### config.mk
export PLATFORM = sky130hd
export DESIGN_NAME = plt_ctrl
export DESIGN_NICKNAME = d
export VERILOG_FILES = /design/src/rtl/plt_pkg.sv /design/src/rtl/plt_ctrl.sv
export VERILOG_INCLUDE_DIRS = /design/src /design/src/rtl
export SDC_FILE = /design/constraint.sdc
export NUM_CORES = 1
export LEC_CHECK = 0
export BUFFER_PORTS_ARGS = -buffer_cell sky130_fd_sc_hd__buf_4
export CAP_MARGIN = 20
export CORE_AREA = 2 2 39 41
export DETAILED_ROUTE_END_ITERATION = 7
export DIE_AREA = 0 0 41 43
export PLACE_DENSITY = 0.32
export SLEW_MARGIN = 20
export SYNTH_ARGS = -nofsm -noshare
export SYNTH_HDL_FRONTEND = slang
export SYNTH_SLANG_ARGS = --single-unit
### constraint.sdc
create_clock -name clock -period 2.3 [get_ports clock]
set_clock_uncertainty 0.2 [all_clocks]
set_input_delay 0.115 -clock clock [delete_from_list [all_inputs] [get_ports clock]]
set_output_delay 0.115 -clock clock [all_outputs]
set_load 0.005 [all_outputs]
### src/rtl/assert_macros.svh
// Assertion macros shared by the process lifecycle table RTL.
`ifndef ASSERT_MACROS_SVH
`define ASSERT_MACROS_SVH
`ifndef SYNTHESIS
// Property that must hold at every clock edge outside reset.
`define ASSERT_CLK(label, clk, rst, prop) \
   label: assert property (@(posedge clk) disable iff (rst) (prop)) \
      else $error("assertion failed");
// Condition that must never be true outside reset.
`define ASSERT_NEVER_CLK(label, clk, rst, cond) \
   label: assert property (@(posedge clk) disable iff (rst) !(cond)) \
      else $error("forbidden condition seen");
`else
`define ASSERT_CLK(label, clk, rst, prop)
`define ASSERT_NEVER_CLK(label, clk, rst, cond)
`endif
`endif

### src/rtl/plt_pkg.sv
// Types, constants and codes of the process lifecycle table.
package plt_pkg;

   // Table size and derived widths.
   localparam int TABLE_DEPTH = 128;
   localparam int IDX_W       = $clog2(TABLE_DEPTH);
   localparam int CNT_W       = $clog2(TABLE_DEPTH + 1);

   // Field widths of requests and responses.
   localparam int KIND_W    = 3;
   localparam int PID_W     = 32;
   localparam int CT_W      = 64;
   localparam int SEQ_W     = 32;
   localparam int IDX_OUT_W = 7;
   localparam int ACT_W     = 8;
   localparam int TOTAL_W   = 32;

   // One stored entry: active mark, creation time, pid.
   localparam int ENTRY_W = 1 + CT_W + PID_W;

   localparam logic [ACT_W-1:0] ACTIVE_MAX = '1;

   // Event kinds.
   localparam logic [KIND_W-1:0] KIND_START   = 3'd0;
   localparam logic [KIND_W-1:0] KIND_STOP    = 3'd1;
   localparam logic [KIND_W-1:0] KIND_NETWORK = 3'd2;
   localparam logic [KIND_W-1:0] KIND_ALERT   = 3'd3;

   // Controller states.
   typedef enum logic [1:0] {
      ST_IDLE,
      ST_SCAN,
      ST_COMMIT,
      ST_RESP
   } plt_state_type;

   // Commands from the controller to the datapath.
   typedef struct packed {
      logic load;
      logic step;
      logic commit;
   } plt_cmd_type;

   // Status from the datapath to the controller.
   typedef struct packed {
      logic scan_done;
   } plt_stat_type;

endpackage

### src/rtl/plt_ctrl.sv
// Controller state machine of the process lifecycle table.
`include "assert_macros.svh"
module plt_ctrl (
   input  logic                  clock,
   input  logic                  reset,
   input  logic                  req_valid,
   output logic                  req_ready,
   output logic                  rsp_valid,
   input  logic                  rsp_ready,
   input  plt_pkg::plt_stat_type stat,
   output plt_pkg::plt_cmd_type  cmd
);
   import plt_pkg::*;

   plt_state_type state_ff;
   plt_state_type state_in;

   // State register.
   always_ff @(posedge clock) begin
      if (reset) begin
         state_ff <= ST_IDLE;
      end else begin
         state_ff <= state_in;
      end
   end

   // Next state.
   always_comb begin
      state_in = state_ff;
      unique case (state_ff)
         ST_IDLE: begin
            if (req_valid) begin
               state_in = ST_SCAN;
            end
         end
         ST_SCAN: begin
            if (stat.scan_done) begin
               state_in = ST_COMMIT;
            end
         end
         ST_COMMIT: begin
            state_in = ST_RESP;
         end
         ST_RESP: begin
            if (rsp_ready) begin
               state_in = ST_IDLE;
            end
         end
         default: begin
            state_in = ST_IDLE;
         end
      endcase
   end

   // Outputs.
   always_comb begin
      req_ready  = 1'b0;
      rsp_valid  = 1'b0;
      cmd        = '0;
      unique case (state_ff)
         ST_IDLE: begin
            req_ready = 1'b1;
            cmd.load  = req_valid;
         end
         ST_SCAN: begin
            cmd.step = 1'b1;
         end
         ST_COMMIT: begin
            cmd.commit = 1'b1;
         end
         ST_RESP: begin
            rsp_valid = 1'b1;
         end
         default: begin
            cmd = '0;
         end
      endcase
   end

   // Checks on sequencing.
   `ASSERT_NEVER_CLK(a_ready_and_valid, clock, reset, req_ready && rsp_valid)
   `ASSERT_CLK(a_commit_after_scan, clock, reset, cmd.commit |-> $past(stat.scan_done))
   `ASSERT_CLK(a_one_command, clock, reset, $onehot0({cmd.load, cmd.step, cmd.commit}))

endmodule

==> metrics.md <==
| Metric | Value |
|---|---|
| Number of flip-flops in the largest register | 2 |
| FF-to-FF Start | state_ff[0]$_SDFFE_PP0P_ |
| Most used DFF post-synth | dfxtp_1 |
| Synth-to-Final Area Change | 72.18% |
| Via count | 167 |
| Slew HR | 78.47% |
| Pwr per Cell Area | 1120 mW/mm^2 |
| Synth Register Bits | 2 |
| Synthesized area | 166.4 sq um |
| YS warnings | 0 |
| Final period util | 71.38% |
| Post-synth EDFFs | 0 |
| Layout Nets | 43 |
| Crit end category | register |
| DP Cell Count | 44 |
| Ratio of cells with drive above 1 in the final layout | 37.50% |
| CTS Buffer Depth | 2 |
| Avg WL per Cell | 7.333 microns |
| Yosys top cell by area | ha_1 |
| Gr usage total | 4.905% |
| Worst slack, placed | 0.6611 ns |
| Row cnt | 14 |
| Least-Margin Pin Slew | 0.3205 ns |
| Vias in the first global route | 155 |
| Final setup viols | 0 |
| Worst-path clk slew | 0.03 ns |
| Root buf cell | clkbuf_4 |
| Syn Inst Count | 19 |
| Worst-Skew Late Latency | 0.22 ns |
| Pin count of the biggest net entering global routing | 5 |
| Cell family with most CP delay | simple AND/OR/NAND/NOR gates |
| Slew Limit Fails | 0 |
| Cell Count, Final, Fillers Out | 48 |
| Yosys cell types | 10 |
| DIE AREA | 0.001763 sq mm |
| Post-synth ARST share | 0% |
| Post-CTS sizing | 0 |
| Worst min path class | input port to register |
| I/O pin total | 10 |
| Via-to-Cell Ratio | 3.479 |
| Max H-tree Level | 1 |
| Fmax | 0.6091 GHz |
| Crit. Startpoint | state_ff[0]$_SDFFE_PP0P_ |
| Drt initial violations | 1 |
| TritonCTS buffer count | 3 |
| Total gr overflow | 0 |
| Post-synthesis net count | 28 |
| Leakage | 0.1524 nW |
| Total wire length | 352 microns |
| Worst Path Required | 2.21 ns |
| Syn_area_per_cell | 8.758 sq um |
| Die W | 41 microns |
| Post-route ant nets | 0 |
| First-pass GRT wire length | 538 microns |
| Max cap viols | 0 |
| Initial Utilization | 12.03% |
| Tmin final | 1.642 ns |
| Critical path arrival | 1.55 ns |
| HP Start | req_valid |
| Status | finished, final reports clean |
| CP Cell Sequence | inv_1, ha_1, or4_1, o211a_1 |
| Setup slack after layout | 0.6582 ns |
| Most frequent cell after synthesis | ha_1 |
| Crit-path max FO | 4 |
| Cts hold-fix bufs | 1 |
| Setup bufs post-CTS | 0 |
| Buf/Inv on CP | 1 |
| Worst VDD drop | 0.0003631 V |
| Slowest-stage cell, CP | or4_1 |
| Number of remaining DRC errors | 0 |
| Share of the synthesized area in the top cell type | 30.08% |
| Unrepaired setup endpoints after global routing | no |
| CTS tree | done |
| Most instantiated cells after synthesis | 4 x ha_1, 3 x inv_1, 3 x nor2b_1 |
| # diodes | 0 |
| Total design power | 0.3208 mW |
| Most flops, register | state_ff |
| Hold Vio Cnt, Final | 0 |
| Die Height | 43 microns |
| Biggest regs | state_ff x2 |
| WS Path Type | register to register |
| DR pass1 iterations | 3 |
| CTS sink cnt | 2 |
| Port bufs | 9 |
| Seq/Total Area, Yosys | 24.06% |
| Fin Setup TNS | 0 ns |
| Top cells by area, synth | ha_1 30%, dfxtp_1 24%, nor2b_1 11% |
| Initial antenna violation count | 0 |
| Critical Path Max Stage Delay | 0.53 ns |
| Core Footprint | 0.001384 sq mm |
| Crit path launch type | register |
| # fillers | 159 |
| Gpl congestion | 0.5607 |
==> cells in the final DEF, fill, tap and decap left out, types with 2 or more instances in the layout <==
cell type and n:
nor2b_1 3, clkbuf_4 3, nand2_1 2, buf_4 9
dfxtp_1 2, inv_1 3, ha_1 4
==> power by group <==
group | total [mW] | switching [mW] | leakage [nW] | internal [mW]
sequential | 0.0684 | 0.0168 | 0.0165 | 0.0516
combinational | 0.177 | 0.0714 | 0.122 | 0.105
clock | 0.0758 | 0.0184 | 0.0138 | 0.0574
==> stage by stage <==
| step | hold slack, ns | cell area (sq um) | util, % |
|---|---|---|---|
| floorplan | 0.09544 | 166.4 | - |
| global placement | 0.1962 | 254.0 | 18.35 |
| detailed placement | 0.1976 | 254.0 | 18.35 |
| CTS | 0.1529 | 286.5 | 20.71 |
| global route | 0.2150 | 286.5 | 20.71 |
| finish | 0.1566 | 286.5 | 20.71 |
==> cell families (layout without fill, tap and decap cells) <==
family                     after synthesis  count (layout)  share of synthesized area, %
muxes                                    1               1                         6.015
AOI/OAI and AO/OA                        1               1                         6.015
and+or+nand+nor                          8               8                         27.07
adders and majority gates                4               4                         30.08
DFF                                      2               2                         24.06
buffers and inverters                    3              16                         6.766
==> final cells by class <==
cell class | instances | area [sq um] | area share (%)
timing repair buffer | 10 | 77.57 | 27.07
tap | 16 | 20.02 | 6.987
inverter | 3 | 11.26 | 3.930
clock buffer | 3 | 22.52 | 7.860
sequential | 2 | 40.04 | 13.97
multi-input combinational | 14 | 115.1 | 40.17
==> tightest hold or removal path: cells and delay by family <==
| family | cells | cell delay, ns |
|---|---|---|
| buf+inv | 1 | 0.11 |
| simple gates | 2 | 0.18 |
| mux | 1 | 0.12 |
==> final timing paths <==
path / end / slack [ns] / depth (start not counted)
min reg2reg: state_ff[1]$_SDFFE_PP0P_ / 0.30 / 2
max: state_ff[0]$_SDFFE_PP0P_ / 0.66 / 4
min: state_ff[1]$_SDFFE_PP0P_ / 0.16 / 4
max reg2reg: state_ff[0]$_SDFFE_PP0P_ / 0.66 / 4
==> layer usage <==
layer	vias to the layer above	track usage, %	wire, microns	share of wire, %
met5	-	0	0	0
met4	0	4.000	0	0
met3	0	5.236	64	18
met2	10	5.625	129	37
met1	69	4.777	158	45
li1	88	-	-	-
Power figures use the tool's default switching activity.
